File: config.mk
export PLATFORM = sky130hd
export DESIGN_NAME = blink_pattern_and_button_debounce
export DESIGN_NICKNAME = d
export VERILOG_FILES = /design/src/rtl/bpbd_pkg.sv /design/src/rtl/bpbd_regs.sv /design/src/rtl/bpbd_blink.sv /design/src/rtl/bpbd_debounce.sv /design/src/rtl/blink_pattern_and_button_debounce.sv
export SDC_FILE = /design/constraint.sdc
export NUM_CORES = 1
export LEC_CHECK = 0
export BUFFER_PORTS_ARGS = -buffer_cell sky130_fd_sc_hd__buf_2
export CORE_AREA = 4 4 178 180
export CTS_CLUSTER_SIZE = 24
export DETAILED_ROUTE_END_ITERATION = 7
export DIE_AREA = 0 0 182 184
export GPL_ROUTABILITY_DRIVEN = 0
export PLACE_DENSITY = 0.54
export RECOVER_POWER = 50
export SLEW_MARGIN = 20
export SYNTH_ARGS = -nofsm -noshare
export SYNTH_HDL_FRONTEND = slang
export SYNTH_SLANG_ARGS = --single-unit
export TNS_END_PERCENT = 100
File: constraint.sdc
create_clock -name clk -period 10.67 [get_ports clk]
set_input_delay 1.067 -clock clk [delete_from_list [all_inputs] [get_ports clk]]
set_output_delay 1.067 -clock clk [all_outputs]
set_load 0.01 [all_outputs]
File: src/rtl/bpbd_pkg.sv
`default_nettype none
package bpbd_pkg;

	// field and register widths
	localparam int LEN_W = 3;
	localparam int DUR_W = 16;
	localparam int IDX_W = 3;
	localparam int DBC_W = 8;

	// defaults for the top level parameters
	localparam int NUM_BUTTONS_DEF = 5;
	localparam int MAX_PHASES_DEF  = 6;

	// configuration bus
	localparam int APB_ADDR_W = 5;
	localparam int APB_DATA_W = 32;
	localparam int REG_IDX_W  = APB_ADDR_W - 2;

	// register indexes
	localparam logic [REG_IDX_W-1:0] REG_PATTERN_LENGTH = 3'd0;
	localparam logic [REG_IDX_W-1:0] REG_DURATION_0     = 3'd1;
	localparam logic [REG_IDX_W-1:0] REG_DEBOUNCE_MAX   = 3'd7;

	// reset values
	localparam logic [LEN_W-1:0] RESET_LENGTH   = 3'd2;
	localparam logic [DUR_W-1:0] RESET_DURATION = 16'd200;
	localparam logic [DBC_W-1:0] RESET_DEBOUNCE = 8'd5;

	// settings shared by the blink and debounce units
	typedef struct packed {
		logic [LEN_W-1:0] pattern_length;
		logic [DBC_W-1:0] debounce_max;
	} cfg_t;

endpackage
`default_nettype wire

File: src/rtl/bpbd_regs.sv
`default_nettype none
module bpbd_regs #(
	parameter int MAX_PHASES = 6
) (
	input  wire                              clk,
	input  wire                              arst_n,
	input  wire                              psel,
	input  wire                              penable,
	input  wire                              pwrite,
	input  wire  [bpbd_pkg::APB_ADDR_W-1:0]  paddr,
	input  wire  [bpbd_pkg::APB_DATA_W-1:0]  pwdata,
	output logic [bpbd_pkg::APB_DATA_W-1:0]  prdata,
	output logic                             pready,
	output bpbd_pkg::cfg_t                   cfg,
	output logic [bpbd_pkg::DUR_W-1:0]       durations [MAX_PHASES]
);
	import bpbd_pkg::*;

	logic [LEN_W-1:0]     length_q;
	logic [DBC_W-1:0]     debounce_q;
	logic [DUR_W-1:0]     dur_q [MAX_PHASES];
	logic                 wr_en;
	logic [REG_IDX_W-1:0] reg_idx;

	assign pready  = 1'b1;
	assign wr_en   = psel && penable && pwrite && pready;
	assign reg_idx = paddr[APB_ADDR_W-1:2];

	// register writes
	always_ff @(posedge clk or negedge arst_n) begin
		if (!arst_n) begin
			length_q   <= RESET_LENGTH;
			debounce_q <= RESET_DEBOUNCE;
			for (int i = 0; i < MAX_PHASES; i++) begin
				dur_q[i] <= RESET_DURATION;
			end
		end else if (wr_en) begin
			if (reg_idx == REG_PATTERN_LENGTH) begin
				length_q <= pwdata[LEN_W-1:0];
			end
			if (reg_idx == REG_DEBOUNCE_MAX) begin
				debounce_q <= pwdata[DBC_W-1:0];
			end
			for (int i = 0; i < MAX_PHASES; i++) begin
				if (reg_idx == REG_DURATION_0 + REG_IDX_W'(i)) begin
					dur_q[i] <= pwdata[DUR_W-1:0];
				end
			end
		end
	end

	// read back
	always_comb begin
		prdata = '0;
		if (reg_idx == REG_PATTERN_LENGTH) begin
			prdata = APB_DATA_W'(length_q);
		end
		if (reg_idx == REG_DEBOUNCE_MAX) begin
			prdata = APB_DATA_W'(debounce_q);
		end
		for (int i = 0; i < MAX_PHASES; i++) begin
			if (reg_idx == REG_DURATION_0 + REG_IDX_W'(i)) begin
				prdata = APB_DATA_W'(dur_q[i]);
			end
		end
	end

	assign cfg.pattern_length = length_q;
	assign cfg.debounce_max   = debounce_q;
	assign durations          = dur_q;

endmodule
`default_nettype wire

File: src/rtl/bpbd_blink.sv
`default_nettype none
module bpbd_blink #(
	parameter int MAX_PHASES = 6
) (
	input  wire                         clk,
	input  wire                         arst_n,
	input  wire                         fire,
	input  bpbd_pkg::cfg_t              cfg,
	input  wire  [bpbd_pkg::DUR_W-1:0]  durations [MAX_PHASES],
	output logic                        led_level_s2,
	output logic                        led_toggled_s2
);
	import bpbd_pkg::*;

	logic [DUR_W-1:0] countdown_q;
	logic [IDX_W-1:0] index_q;
	logic             led_q;
	logic [DUR_W-1:0] dec;
	logic [LEN_W-1:0] active_len;
	logic [IDX_W:0]   inc;
	logic [IDX_W-1:0] next_idx;
	logic             expire;

	// clamp the pattern length into 1..MAX_PHASES
	always_comb begin
		if (cfg.pattern_length == '0) begin
			active_len = LEN_W'(1);
		end else if (cfg.pattern_length > LEN_W'(MAX_PHASES)) begin
			active_len = LEN_W'(MAX_PHASES);
		end else begin
			active_len = cfg.pattern_length;
		end
	end

	// countdown and phase advance
	assign dec      = countdown_q - DUR_W'(1);
	assign expire   = (dec == '0);
	assign inc      = {1'b0, index_q} + (IDX_W+1)'(1);
	assign next_idx = (inc >= (IDX_W+1)'(active_len)) ? '0 : inc[IDX_W-1:0];

	always_ff @(posedge clk or negedge arst_n) begin
		if (!arst_n) begin
			countdown_q <= RESET_DURATION;
			index_q     <= '0;
			led_q       <= 1'b0;
		end else if (fire) begin
			if (expire) begin
				countdown_q <= durations[next_idx];
				index_q     <= next_idx;
				led_q       <= ~led_q;
			end else begin
				countdown_q <= dec;
			end
		end
	end

	// result register
	always_ff @(posedge clk) begin
		if (fire) begin
			led_level_s2   <= led_q ^ expire;
			led_toggled_s2 <= expire;
		end
	end

endmodule
`default_nettype wire

File: src/rtl/bpbd_debounce.sv
`default_nettype none
module bpbd_debounce #(
	parameter int NUM_BUTTONS = 5
) (
	input  wire                     clk,
	input  wire                     arst_n,
	input  wire                     fire,
	input  bpbd_pkg::cfg_t          cfg,
	input  wire  [NUM_BUTTONS-1:0]  levels_s1,
	output logic [NUM_BUTTONS-1:0]  press_s2,
	output logic                    wake_s2
);
	import bpbd_pkg::*;

	logic [DBC_W-1:0]       count_q  [NUM_BUTTONS];
	logic [DBC_W-1:0]       count_nx [NUM_BUTTONS];
	logic [NUM_BUTTONS-1:0] press;

	// per button up/down integrator
	always_comb begin
		for (int i = 0; i < NUM_BUTTONS; i++) begin
			count_nx[i] = count_q[i];
			press[i]    = 1'b0;
			if (levels_s1[i]) begin
				if (count_q[i] < cfg.debounce_max) begin
					count_nx[i] = count_q[i] + DBC_W'(1);
					press[i]    = (count_nx[i] == cfg.debounce_max);
				end
			end else if (count_q[i] != '0) begin
				count_nx[i] = count_q[i] - DBC_W'(1);
			end
		end
	end

	always_ff @(posedge clk or negedge arst_n) begin
		if (!arst_n) begin
			for (int i = 0; i < NUM_BUTTONS; i++) begin
				count_q[i] <= '0;
			end
		end else if (fire) begin
			count_q <= count_nx;
		end
	end

	// result register
	always_ff @(posedge clk) begin
		if (fire) begin
			press_s2 <= press;
			wake_s2  <= |press;
		end
	end

endmodule
`default_nettype wire

File: src/rtl/blink_pattern_and_button_debounce.sv
// an accepted item moves from the input register to the result register on m_tdata
// throughput: one item per cycle unless stalled; the input register, the state update
//   with its result register, and the output handshake form a two-stage pipeline
// reset: asynchronous, active low; config registers take their default values,
//   the blink countdown starts at 200 ticks and all debounce counters at zero
`default_nettype none
module blink_pattern_and_button_debounce #(
	parameter int NUM_BUTTONS = bpbd_pkg::NUM_BUTTONS_DEF,
	parameter int MAX_PHASES  = bpbd_pkg::MAX_PHASES_DEF,
	parameter int IN_W        = ((NUM_BUTTONS + 7) / 8) * 8,
	parameter int OUT_W       = ((NUM_BUTTONS + 3 + 7) / 8) * 8
) (
	input  wire                              clk,
	input  wire                              arst_n,
	// config port
	input  wire                              psel,
	input  wire                              penable,
	input  wire                              pwrite,
	input  wire  [bpbd_pkg::APB_ADDR_W-1:0]  paddr,
	input  wire  [bpbd_pkg::APB_DATA_W-1:0]  pwdata,
	output logic [bpbd_pkg::APB_DATA_W-1:0]  prdata,
	output logic                             pready,
	// input items
	input  wire                              s_tvalid,
	output logic                             s_tready,
	input  wire  [IN_W-1:0]                  s_tdata,  // button_levels
	// result items
	output logic                             m_tvalid,
	input  wire                              m_tready,
	output logic [OUT_W-1:0]                 m_tdata   // led_level, led_toggled,
	                                                   // press_events, wake
);
	import bpbd_pkg::*;

	cfg_t                   cfg;
	logic [DUR_W-1:0]       durations [MAX_PHASES];
	logic                   valid_s1;
	logic                   valid_s2;
	logic [NUM_BUTTONS-1:0] levels_s1;
	logic                   advance;
	logic                   fire;
	logic                   led_level_s2;
	logic                   led_toggled_s2;
	logic [NUM_BUTTONS-1:0] press_s2;
	logic                   wake_s2;

	bpbd_regs #(
		.MAX_PHASES(MAX_PHASES)
	) u_regs (
		.clk      (clk),
		.arst_n   (arst_n),
		.psel     (psel),
		.penable  (penable),
		.pwrite   (pwrite),
		.paddr    (paddr),
		.pwdata   (pwdata),
		.prdata   (prdata),
		.pready   (pready),
		.cfg      (cfg),
		.durations(durations)
	);

	// pipeline control
	assign advance  = !valid_s2 || m_tready;
	assign fire     = valid_s1 && advance;
	assign s_tready = !valid_s1 || advance;

	always_ff @(posedge clk or negedge arst_n) begin
		if (!arst_n) begin
			valid_s1 <= 1'b0;
			valid_s2 <= 1'b0;
		end else begin
			if (s_tready) begin
				valid_s1 <= s_tvalid;
			end
			if (advance) begin
				valid_s2 <= valid_s1;
			end
		end
	end

	// input register
	always_ff @(posedge clk) begin
		if (s_tvalid && s_tready) begin
			levels_s1 <= s_tdata[NUM_BUTTONS-1:0];
		end
	end

	bpbd_blink #(
		.MAX_PHASES(MAX_PHASES)
	) u_blink (
		.clk           (clk),
		.arst_n        (arst_n),
		.fire          (fire),
		.cfg           (cfg),
		.durations     (durations),
		.led_level_s2  (led_level_s2),
		.led_toggled_s2(led_toggled_s2)
	);

	bpbd_debounce #(
		.NUM_BUTTONS(NUM_BUTTONS)
	) u_debounce (
		.clk      (clk),
		.arst_n   (arst_n),
		.fire     (fire),
		.cfg      (cfg),
		.levels_s1(levels_s1),
		.press_s2 (press_s2),
		.wake_s2  (wake_s2)
	);

	// result packing
	assign m_tvalid = valid_s2;
	assign m_tdata  = OUT_W'({wake_s2, press_s2, led_toggled_s2, led_level_s2});

endmodule
`default_nettype wire

==> flow_summary.html, run 1 <==
<table>
<tr><th>Metric</th><th>Value</th></tr>
<tr><th colspan="2">Synth</th></tr>
<tr><td>Share of flip-flops with an asynchronous set or reset after synthesis</td><td>92.9%</td></tr>
<tr><td>Combinational family with the most area after synthesis</td><td>simple AND/OR/NAND/NOR gates</td></tr>
<tr><td>XOR/XNOR share of the synthesized area</td><td>about 6.4%</td></tr>
<tr><td>Area of the mapped netlist</td><td>0.0119 mm2</td></tr>
<tr><td>Number of distinct library cell variants in the gate-level netlist after synthesis</td><td>between 70 and 80</td></tr>
<tr><td>Register bit total from synthesis</td><td>182</td></tr>
<tr><td>Sequential share of the synthesized area</td><td>38.9%</td></tr>
<tr><td>Fraction of synthesized area in multiplexers</td><td>13.0%</td></tr>
<tr><td>Number of synthesized flops with an enable pin</td><td>13</td></tr>
<tr><td>Share of synthesized cell area in full adder, half adder and majority cells</td><td>~6.5%</td></tr>
<tr><td>Leading area contributor after synthesis</td><td>sky130_fd_sc_hd__dfrtp_1</td></tr>
<tr><td>Simple-gate area share of the yosys netlist</td><td>16.3%</td></tr>
<tr><td>Post-synthesis compound-gate area fraction</td><td>13.8%</td></tr>
<tr><td>Yosys warns</td><td>0</td></tr>
<tr><td>Post-synthesis instance total</td><td>1258</td></tr>
<tr><td>Top-area cell type share of the netlist area</td><td>30.4%</td></tr>
<tr><td>Post-synthesis average cell area</td><td>9.49 um2</td></tr>
<tr><td>Ys flop type</td><td>sky130_fd_sc_hd__dfrtp_1</td></tr>
<tr><td>Top cells by area, synth</td><td>sky130_fd_sc_hd__dfrtp_1 30%, sky130_fd_sc_hd__mux2_2 9.5%, sky130_fd_sc_hd__ha_1 6.4%</td></tr>
<tr><th colspan="2">Power</th></tr>
<tr><td>Worst VDD drop</td><td>0.133 mV</td></tr>
<tr><td>Cell Int Power</td><td>roughly 0.0019 W</td></tr>
<tr><td>Comb power frac</td><td>between 40% and 50%</td></tr>
<tr><td>Clock share of power</td><td>between 10% and 20%</td></tr>
<tr><td>Total power divided by cell area</td><td>265 mW/mm2</td></tr>
<tr><td>Leakage</td><td>5.53 nW</td></tr>
<tr><td>Seq pwr share</td><td>35.7%</td></tr>
<tr><td>Total net switching power</td><td>between 0.0015 and 0.002 W</td></tr>
<tr><td>Sw frac</td><td>45.6%</td></tr>
<tr><th colspan="2">Floorplan</th></tr>
<tr><td>Core area</td><td>0.0302 mm2</td></tr>
<tr><td>I/O pin cnt</td><td>95</td></tr>
<tr><td>Die Outline Area</td><td>0.0335 mm2</td></tr>
<tr><td>Starting utilization of the core area</td><td>39.6%</td></tr>
<tr><td>Placement Rows</td><td>64</td></tr>
<tr><td>Die boundary width</td><td>182 um</td></tr>
<tr><td>Overall die height</td><td>184 um</td></tr>
<tr><th colspan="2">Routing</th></tr>
<tr><td>1st-iter DRT viols</td><td>between 500 and 600</td></tr>
<tr><td>Number of design rule violations left after detail routing</td><td>0</td></tr>
<tr><td>First-pass iteration count of the detailed router</td><td>6</td></tr>
<tr><td>Number of vias per cell</td><td>5.65</td></tr>
<tr><td>Routed Wire Length</td><td>33100 um</td></tr>
<tr><td>Final routed wire length divided by cell count</td><td>about 20 um</td></tr>
<tr><td>Number of vias in the routed layout</td><td>9497</td></tr>
<tr><td>ANT nets after route</td><td>0</td></tr>
<tr><th colspan="2">Layout</th></tr>
<tr><td>Total area of sequential cells</td><td>0.00465 mm2</td></tr>
<tr><td># nets final</td><td>about 1400</td></tr>
<tr><td>Area grow syn2layout</td><td>9.07%</td></tr>
<tr><td>Area of all placed cells without fillers</td><td>0.0130 mm2</td></tr>
<tr><td>Ratio of cells with drive above 1 in the final layout</td><td>17.9%</td></tr>
<tr><td>Diodes inserted</td><td>0</td></tr>
<tr><td>Commonest non-fill, non-tap cell in the layout</td><td>sky130_fd_sc_hd__dfrtp_1</td></tr>
<tr><td>Commonest cells after routing, fill and taps aside</td><td>145 x sky130_fd_sc_hd__dfrtp_1, 112 x sky130_fd_sc_hd__nand2_1, 101 x sky130_fd_sc_hd__mux2_2, 95 x sky130_fd_sc_hd__nor2_1, 79 x sky130_fd_sc_hd__o21ai_0</td></tr>
<tr><td>End-of-flow core utilization</td><td>43.1%</td></tr>
<tr><td>Filler cell count</td><td>approximately 2900</td></tr>
<tr><td>Combined area of the multi-input logic cells</td><td>0.00676 mm2</td></tr>
<tr><th colspan="2">Worst setup path</th></tr>
<tr><td>Startpoint Class</td><td>primary input</td></tr>
<tr><td>Launching point of the worst reg2reg path</td><td>u_blink.index_q[0]</td></tr>
<tr><td>Flop2flop setup slack</td><td>6630 ps</td></tr>
<tr><td>FF-to-FF path depth</td><td>12</td></tr>
<tr><td>Reg2Reg Capture Point</td><td>u_blink.countdown_q[2]</td></tr>
<tr><td>Data arrival time of the worst path</td><td>4770 ps</td></tr>
<tr><td>Required time of the critical path</td><td>approximately 9600 ps</td></tr>
<tr><td>Type of destination of the critical path</td><td>primary output</td></tr>
<tr><td>Type of the setup path with the least slack</td><td>in2out</td></tr>
<tr><td>Largest fanout on the critical path</td><td>34</td></tr>
<tr><th colspan="2">STA</th></tr>
<tr><td>Worst-case clock skew</td><td>18.0 ps</td></tr>
<tr><td>Count of pins over their slew limit</td><td>184</td></tr>
<tr><td>Worst hold slack across all endpoints</td><td>487 ps</td></tr>
<tr><td>Final worst path period need</td><td>5830 ps</td></tr>
<tr><td>Relative max-transition margin</td><td>-111%</td></tr>
<tr><td>Period Utilization, post-route</td><td>54.7%</td></tr>
<tr><td>Worst Slack Setup Final</td><td>4840 ps</td></tr>
<tr><td>RSZ-0062 raised after global routing</td><td>no</td></tr>
<tr><td>Final sum of negative setup slack</td><td>0 ps</td></tr>
<tr><td>Number of setup violations in the final report</td><td>0</td></tr>
<tr><td>Number of hold violations in the final report</td><td>0</td></tr>
<tr><td>Upper clock frequency limit</td><td>0.171 GHz</td></tr>
<tr><td>Transition time at the pin with the least slew margin</td><td>3160 ps</td></tr>
<tr><th colspan="2">GRT</th></tr>
<tr><td>Initial antenna violation count</td><td>0</td></tr>
<tr><td>Via count of the first global-routing pass</td><td>9248</td></tr>
<tr><td>First-pass GRT wire length</td><td>approximately 53000 um</td></tr>
<tr><td>GRT Resource Usage Total</td><td>20.0%</td></tr>
<tr><td>Sum of overflow across all layers after global routing</td><td>0</td></tr>
<tr><td>Largest net degree at the start of global routing</td><td>69</td></tr>
<tr><th colspan="2">Worst hold path</th></tr>
<tr><td>Worst hold path class</td><td>reg2reg</td></tr>
<tr><td>Startpoint of the worst hold path</td><td>u_blink.led_q</td></tr>
<tr><td>Min-Delay Path Depth</td><td>1</td></tr>
<tr><td>Hold Path Sink</td><td>u_blink.led_q</td></tr>
<tr><th colspan="2">Clock tree</th></tr>
<tr><td>Number of buffers inserted for hold repair after clock tree synthesis</td><td>0</td></tr>
<tr><td>Clock latency at the later pin of the worst-skew pair</td><td>between 400 and 500 ps</td></tr>
<tr><td>Quantity of gates resized following cts</td><td>0</td></tr>
<tr><td>Total clock buffers created by CTS</td><td>17</td></tr>
<tr><td>Deepest clock path buffer count</td><td>2</td></tr>
<tr><td>Sinks on the clock net</td><td>182</td></tr>
<tr><td>Number of post-CTS setup repair buffers</td><td>0</td></tr>
<tr><td>Clock tree from TritonCTS</td><td>done</td></tr>
<tr><td>Clock transition at path regs</td><td>70 ps</td></tr>
<tr><td>Clock root buffer</td><td>sky130_fd_sc_hd__clkbuf_16</td></tr>
<tr><td>Count of H-tree levels built during CTS</td><td>4</td></tr>
<tr><th colspan="2">Placement</th></tr>
<tr><td>Setup slack after placement</td><td>~6400 ps</td></tr>
<tr><td>Post-DP Area</td><td>0.0125 mm2</td></tr>
<tr><td>HPWL reported at the end of detailed placement</td><td>roughly 23000 um</td></tr>
<tr><td>Quantity of I/O buffers inserted on ports</td><td>56</td></tr>
<tr><th colspan="2">Run status</th></tr>
<tr><td>Violated checks</td><td>capacitance limit, slew limit</td></tr>
<tr><td>Run status</td><td>finished with violations</td></tr>
<tr><th colspan="2">Flow run</th></tr>
<tr><td>Max capacitance violation total</td><td>5</td></tr>
</table>
-- state kept, by name, indices dropped and copies added (netlist names) --
register,count
u_regs.durations,96
u_debounce.wake_s2,1
u_regs.debounce_q,8
u_blink.led_level_s2,1
u_debounce.press_s2,5
u_blink.led_toggled_s2,1
valid_s1,1
u_blink.countdown_q,16
m_tvalid,1
levels_s1,5
u_regs.length_q,3
u_blink.index_q,3
u_blink.led_q,1
u_debounce.count_q,40
-- critical path: stages --
cell,delay (ps)
sky130_fd_sc_hd__buf_2,70
sky130_fd_sc_hd__clkbuf_1,1660
sky130_fd_sc_hd__inv_1,350
sky130_fd_sc_hd__nor3_1,740
sky130_fd_sc_hd__a22oi_1,230
sky130_fd_sc_hd__a21oi_1,190
sky130_fd_sc_hd__o21ai_0,100
sky130_fd_sc_hd__nand2_1,170
sky130_fd_sc_hd__buf_2,160
-- area by class of cell --
cell class                 count  area share, %
tap                          396           3.80
clock buffer                  17           3.27
multi-input combinational    957           51.9
clock inverter                15           1.30
sequential                   182           35.7
timing repair buffer          72           2.84
inverter                      43           1.24
-- through the flow --
step                power (W)  instances
floorplan             0.00231       1273
global placement      0.00276       1650
detailed placement    0.00279       1650
CTS                   0.00346       1682
global route          0.00372       1682
finish                0.00345       1682
-- kinds of logic (layout without fill, tap and decap cells) --
kind of cell / count (synthesis) / after routing
AO/OA/AOI/OAI: 259 / 259
multiplexers: 138 / 138
AND/OR/NAND/NOR: 394 / 394
adder cells (fa/ha/maj): 62 / 62
XOR/XNOR: 87 / 87
flip-flops: 182 / 182
buffers and inverters: 134 / 147
other: 2 / 17
-- cell usage after synthesis (4+ instances only) --
cell,n
sky130_fd_sc_hd__a2111oi_0,4
sky130_fd_sc_hd__a211oi_1,5
sky130_fd_sc_hd__a21oi_1,63
sky130_fd_sc_hd__a221o_1,4
sky130_fd_sc_hd__a221oi_1,10
sky130_fd_sc_hd__a22oi_1,12
sky130_fd_sc_hd__a31oi_1,11
sky130_fd_sc_hd__and2_1,7
sky130_fd_sc_hd__and3_1,9
sky130_fd_sc_hd__buf_1,5
sky130_fd_sc_hd__buf_4,21
sky130_fd_sc_hd__clkbuf_1,62
sky130_fd_sc_hd__dfrtp_1,145
sky130_fd_sc_hd__dfstp_2,24
sky130_fd_sc_hd__edfxtp_1,13
sky130_fd_sc_hd__ha_1,61
sky130_fd_sc_hd__inv_1,40
sky130_fd_sc_hd__mux2_2,101
sky130_fd_sc_hd__mux2i_1,32
sky130_fd_sc_hd__nand2_1,112
sky130_fd_sc_hd__nand2b_1,14
sky130_fd_sc_hd__nand3_1,46
sky130_fd_sc_hd__nand4_1,11
sky130_fd_sc_hd__nor2_1,95
sky130_fd_sc_hd__nor2b_1,11
sky130_fd_sc_hd__nor3_1,33
sky130_fd_sc_hd__nor3b_1,9
sky130_fd_sc_hd__nor4_1,12
sky130_fd_sc_hd__o211ai_1,7
sky130_fd_sc_hd__o21a_1,8
sky130_fd_sc_hd__o21ai_0,79
sky130_fd_sc_hd__o221ai_1,7
sky130_fd_sc_hd__o22ai_1,9
sky130_fd_sc_hd__o311ai_0,8
sky130_fd_sc_hd__o31ai_1,5
sky130_fd_sc_hd__or3_1,11
sky130_fd_sc_hd__or4_1,4
sky130_fd_sc_hd__xnor2_1,44
sky130_fd_sc_hd__xor2_1,43
-- metal layers --
metal | share of wire (%) | wire length (um) | track usage (%) | vias to the layer above
li1 | - | - | - | 4542
met1 | 47 | 15700 | 28.2 | 4675
met2 | 46 | 15200 | 31.6 | 242
met3 | 4.9 | 1610 | 3.86 | 38
met4 | 1.8 | 591 | 5.55 | 0
met5 | 0 | 0 | 0 | -
-- power groups by stage --
stage	clock network (W)	registers [W]	logic, W
floorplan	0	0.00106	0.00125
global placement	0	0.00124	0.00153
detailed placement	0	0.00124	0.00155
CTS	0.000672	0.00123	0.00156
global route	0.000703	0.00126	0.00176
finish	0.000653	0.00123	0.00157
-- how the worst max path moves through the flow --
stage	from	end	depth (start not counted)
3_5_place_dp	paddr[3]	prdata[6]	9
4_1_cts	paddr[3]	prdata[6]	9
6_report	paddr[3]	prdata[6]	9
5_1_grt	arst_n	u_regs.durations[27]	3
3_3_place_gp	paddr[3]	prdata[6]	9
2_1_floorplan	paddr[3]	prdata[10]	7
Note: power is estimated with default switching activity, not from simulation.
==> run 2: changes to the inputs <==
--- a/config.mk
+++ b/config.mk
@@ -11,7 +11,7 @@
 export DETAILED_ROUTE_END_ITERATION = 7
 export DIE_AREA = 0 0 182 184
 export GPL_ROUTABILITY_DRIVEN = 0
-export PLACE_DENSITY = 0.54
+export PLACE_DENSITY = 0.56
 export RECOVER_POWER = 50
 export SLEW_MARGIN = 20
 export SYNTH_ARGS = -nofsm -noshare
==> constraint.sdc (replaced) <==
create_clock -name clk -period 5.2 [get_ports clk]
set_input_delay 0.52 -clock clk [delete_from_list [all_inputs] [get_ports clk]]
set_output_delay 0.52 -clock clk [all_outputs]
set_load 0.01 [all_outputs]
==> flow_summary.html, run 2 (same netlist as run 1, synthesis figures left out) <==
<table>
<tr><th>Metric</th><th>Value</th></tr>
<tr><th colspan="2">Clock tree</th></tr>
<tr><td>Clock latency at the later pin of the worst-skew pair</td><td>450 ps (-20 ps)</td></tr>
<tr><td>Number of buffers inserted for hold repair after clock tree synthesis</td><td>0 (unchanged)</td></tr>
<tr><td>Clock transition at path regs</td><td>60 ps (about the same)</td></tr>
<tr><td>Quantity of gates resized following cts</td><td>0 (unchanged)</td></tr>
<tr><td>Number of post-CTS setup repair buffers</td><td>0 (unchanged)</td></tr>
<tr><td>Sinks on the clock net</td><td>182 (unchanged)</td></tr>
<tr><td>Clock tree from TritonCTS</td><td>done</td></tr>
<tr><td>Total clock buffers created by CTS</td><td>17 (unchanged)</td></tr>
<tr><td>Count of H-tree levels built during CTS</td><td>4 (unchanged)</td></tr>
<tr><td>Clock root buffer</td><td>sky130_fd_sc_hd__clkbuf_16</td></tr>
<tr><td>Deepest clock path buffer count</td><td>2 (unchanged)</td></tr>
<tr><th colspan="2">Layout</th></tr>
<tr><td>Filler cell count</td><td>2995 (+1.7%)</td></tr>
<tr><td>Flip-flop count of the largest register after layout</td><td>96 (unchanged)</td></tr>
<tr><td>Commonest cells after routing, fill and taps aside</td><td>145 x sky130_fd_sc_hd__dfrtp_1, 112 x sky130_fd_sc_hd__nand2_1, 101 x sky130_fd_sc_hd__mux2_2, 94 x sky130_fd_sc_hd__nor2_1, 79 x sky130_fd_sc_hd__o21ai_0</td></tr>
<tr><td>Area grow syn2layout</td><td>9.16% (about the same)</td></tr>
<tr><td># nets final</td><td>1389 (+0.22%)</td></tr>
<tr><td>Ratio of cells with drive above 1 in the final layout</td><td>18.4% (+0.50 points)</td></tr>
<tr><td>Commonest non-fill, non-tap cell in the layout</td><td>sky130_fd_sc_hd__dfrtp_1</td></tr>
<tr><td>End-of-flow core utilization</td><td>43.2% (about the same)</td></tr>
<tr><th colspan="2">Worst setup path</th></tr>
<tr><td>List of cells traversed by the critical path</td><td>clkbuf_1, buf_4</td></tr>
<tr><td>Number of buffers and inverters on the critical path</td><td>2 (-2)</td></tr>
<tr><td>Data arrival time of the worst path</td><td>4210 ps (-560 ps)</td></tr>
<tr><td>Slowest stage cell, crit path</td><td>sky130_fd_sc_hd__clkbuf_1</td></tr>
<tr><td>Crit path max-delay family</td><td>buffers and inverters</td></tr>
<tr><td>Crit-path max cell delay</td><td>2680 ps (+1020 ps)</td></tr>
<tr><td>Type of destination of the critical path</td><td>async pin</td></tr>
<tr><td>Largest fanout on the critical path</td><td>69 (+100%)</td></tr>
<tr><td>FF-to-FF path depth</td><td>10 (-2)</td></tr>
<tr><td>Required time of the critical path</td><td>5700 ps (-3900 ps)</td></tr>
<tr><td>Logic depth of the worst path, buffers included</td><td>2 (-7)</td></tr>
<tr><td>Startpoint Class</td><td>primary input</td></tr>
<tr><td>Type of the setup path with the least slack</td><td>in2async</td></tr>
<tr><th colspan="2">Worst hold path</th></tr>
<tr><td>Min-Delay Path Depth</td><td>1 (unchanged)</td></tr>
<tr><td>Worst hold path class</td><td>in2reg</td></tr>
<tr><th colspan="2">Run status</th></tr>
<tr><td>Violated checks</td><td>capacitance limit, slew limit</td></tr>
<tr><td>Run status</td><td>finished with violations</td></tr>
<tr><th colspan="2">GRT</th></tr>
<tr><td>Sum of overflow across all layers after global routing</td><td>0 (unchanged)</td></tr>
<tr><td>First-pass GRT wire length</td><td>53300 um (+0.77%)</td></tr>
<tr><td>GRT Resource Usage Total</td><td>20.1% (+0.071 points)</td></tr>
<tr><td>Via count of the first global-routing pass</td><td>9425 (+1.9%)</td></tr>
<tr><td>Largest net degree at the start of global routing</td><td>70 (+1.4%)</td></tr>
<tr><td>Initial antenna violation count</td><td>1 (+1)</td></tr>
<tr><th colspan="2">Power</th></tr>
<tr><td>Total net switching power</td><td>0.00311 W (+98%)</td></tr>
<tr><td>Sw frac</td><td>44.6% (-1.1 points)</td></tr>
<tr><td>Cell Int Power</td><td>0.00387 W (+110%)</td></tr>
<tr><td>Total power divided by cell area</td><td>536 mW/mm2 (+100%)</td></tr>
<tr><td>Clock share of power</td><td>18.0% (-1.0 points)</td></tr>
<tr><td>Seq pwr share</td><td>36.2% (+0.5 points)</td></tr>
<tr><td>Worst VDD drop</td><td>0.267 mV (+100%)</td></tr>
<tr><td>Leakage</td><td>5.54 nW (+0.26%)</td></tr>
<tr><td>PnR Total Power</td><td>0.00698 W (+100%)</td></tr>
<tr><td>Comb power frac</td><td>45.8% (+0.4 points)</td></tr>
<tr><th colspan="2">Flow run</th></tr>
<tr><td>Max capacitance violation total</td><td>1 (-4)</td></tr>
<tr><th colspan="2">Floorplan</th></tr>
<tr><td>I/O pin cnt</td><td>95 (unchanged)</td></tr>
<tr><td>Starting utilization of the core area</td><td>39.6% (unchanged)</td></tr>
<tr><td>Placement Rows</td><td>64 (unchanged)</td></tr>
<tr><td>Die boundary width</td><td>182 um (unchanged)</td></tr>
<tr><td>Die Outline Area</td><td>0.0335 mm2 (unchanged)</td></tr>
<tr><td>Overall die height</td><td>184 um (unchanged)</td></tr>
<tr><td>Core area</td><td>0.0302 mm2 (unchanged)</td></tr>
<tr><th colspan="2">STA</th></tr>
<tr><td>Worst-case clock skew</td><td>10.2 ps (-7.78 ps)</td></tr>
<tr><td>Number of setup violations in the final report</td><td>0 (unchanged)</td></tr>
<tr><td>Final sum of negative setup slack</td><td>0 ps (unchanged)</td></tr>
<tr><td>Number of hold violations in the final report</td><td>0 (unchanged)</td></tr>
<tr><td>Relative max-transition margin</td><td>-160% (-49 points)</td></tr>
<tr><td>Transition time at the pin with the least slew margin</td><td>3890 ps (+730 ps)</td></tr>
<tr><td>Final worst path period need</td><td>3720 ps</td></tr>
<tr><td>Period Utilization, post-route</td><td>71.5%</td></tr>
<tr><td>RSZ-0062 raised after global routing</td><td>no</td></tr>
<tr><td>Count of pins over their slew limit</td><td>70 (-62%)</td></tr>
<tr><td>Worst hold slack across all endpoints</td><td>251 ps (-236 ps)</td></tr>
<tr><td>Upper clock frequency limit</td><td>0.269 GHz</td></tr>
<tr><th colspan="2">Placement</th></tr>
<tr><td>HPWL reported at the end of detailed placement</td><td>22800 um (+0.67%)</td></tr>
<tr><td>Quantity of I/O buffers inserted on ports</td><td>56 (unchanged)</td></tr>
<tr><th colspan="2">Routing</th></tr>
<tr><td>Final routed wire length divided by cell count</td><td>19.6 um (-0.60%)</td></tr>
<tr><td>Number of design rule violations left after detail routing</td><td>0 (unchanged)</td></tr>
<tr><td>Routed Wire Length</td><td>33000 um (-0.37%)</td></tr>
<tr><td>First-pass iteration count of the detailed router</td><td>6 (unchanged)</td></tr>
<tr><td>Number of vias per cell</td><td>5.70 (+0.88%)</td></tr>
<tr><td>1st-iter DRT viols</td><td>637 (+20%)</td></tr>
<tr><td>Number of vias in the routed layout</td><td>9603 (+1.1%)</td></tr>
<tr><td>ANT nets after route</td><td>0 (unchanged)</td></tr>
</table>
## run 2: changes by cell type in the layout (fill, tap and decap cells not counted), moves of 2 or more
cell	change
sky130_fd_sc_hd__clkbuf_8	+4
sky130_fd_sc_hd__inv_8	-8
sky130_fd_sc_hd__inv_12	-2
sky130_fd_sc_hd__inv_4	+2
sky130_fd_sc_hd__clkinv_4	+3
sky130_fd_sc_hd__buf_4	+7
sky130_fd_sc_hd__clkbuf_1	-2
## run 2: layer usage
| metal | track usage, % | share of wire, % |
|---|---|---|
| met5 | 0 | 0 |
| met4 | 7.57 | 2.7 |
| met3 | 3.28 | 5.4 |
| met2 | 30.7 | 45 |
| met1 | 28.7 | 47 |
## run 2: cell type report
| class | count | area [um2] | share of cell area, % |
|---|---|---|---|
| inverter | 43 | 161 | 1.24 |
| multi-input combinational | 957 | 6760 | 51.9 |
| tap | 396 | 495 | 3.80 |
| clock inverter | 9 | 68.8 | 0.528 |
| sequential | 182 | 4650 | 35.7 |
| timing repair buffer | 75 | 408 | 3.13 |
| clock buffer | 23 | 488 | 3.74 |
| antenna | 1 | 2.50 | 0.0192 |
## run 2: power groups by stage
stage                     Clock, W  Combinational, W  Sequential, W
after detailed placement         0           0.00317        0.00255
after global placement           0           0.00310        0.00254
after global routing       0.00135           0.00359        0.00261
after CTS                  0.00129           0.00319        0.00253
final                      0.00126           0.00320        0.00253
after floorplan                  0           0.00257        0.00218
## run 2: path summary, 6_finish.rpt
check	start	end	slack, ps
max reg2reg	u_blink.index_q[0]	u_blink.countdown_q[3]	1550
max	arst_n	u_blink.led_q	1480
min	s_tdata[0]	levels_s1[0]	250
min in group asynchronous	arst_n	u_debounce.count_q[25]	1430
min reg2reg	valid_s1	m_tvalid	490
max in group clk	u_blink.index_q[0]	u_blink.countdown_q[3]	1550
## run 2: per-stage QoR
stage | cell area [um2] | setup slack [ps] | instances
5_1_grt | 13000 | 704 | 1686
2_1_floorplan | 12000 | 1520 | 1273
4_1_cts | 13100 | 1610 | 1685
3_3_place_gp | 12500 | 1660 | 1653
6_report | 13000 | 1480 | 1686
3_5_place_dp | 12500 | 1640 | 1653
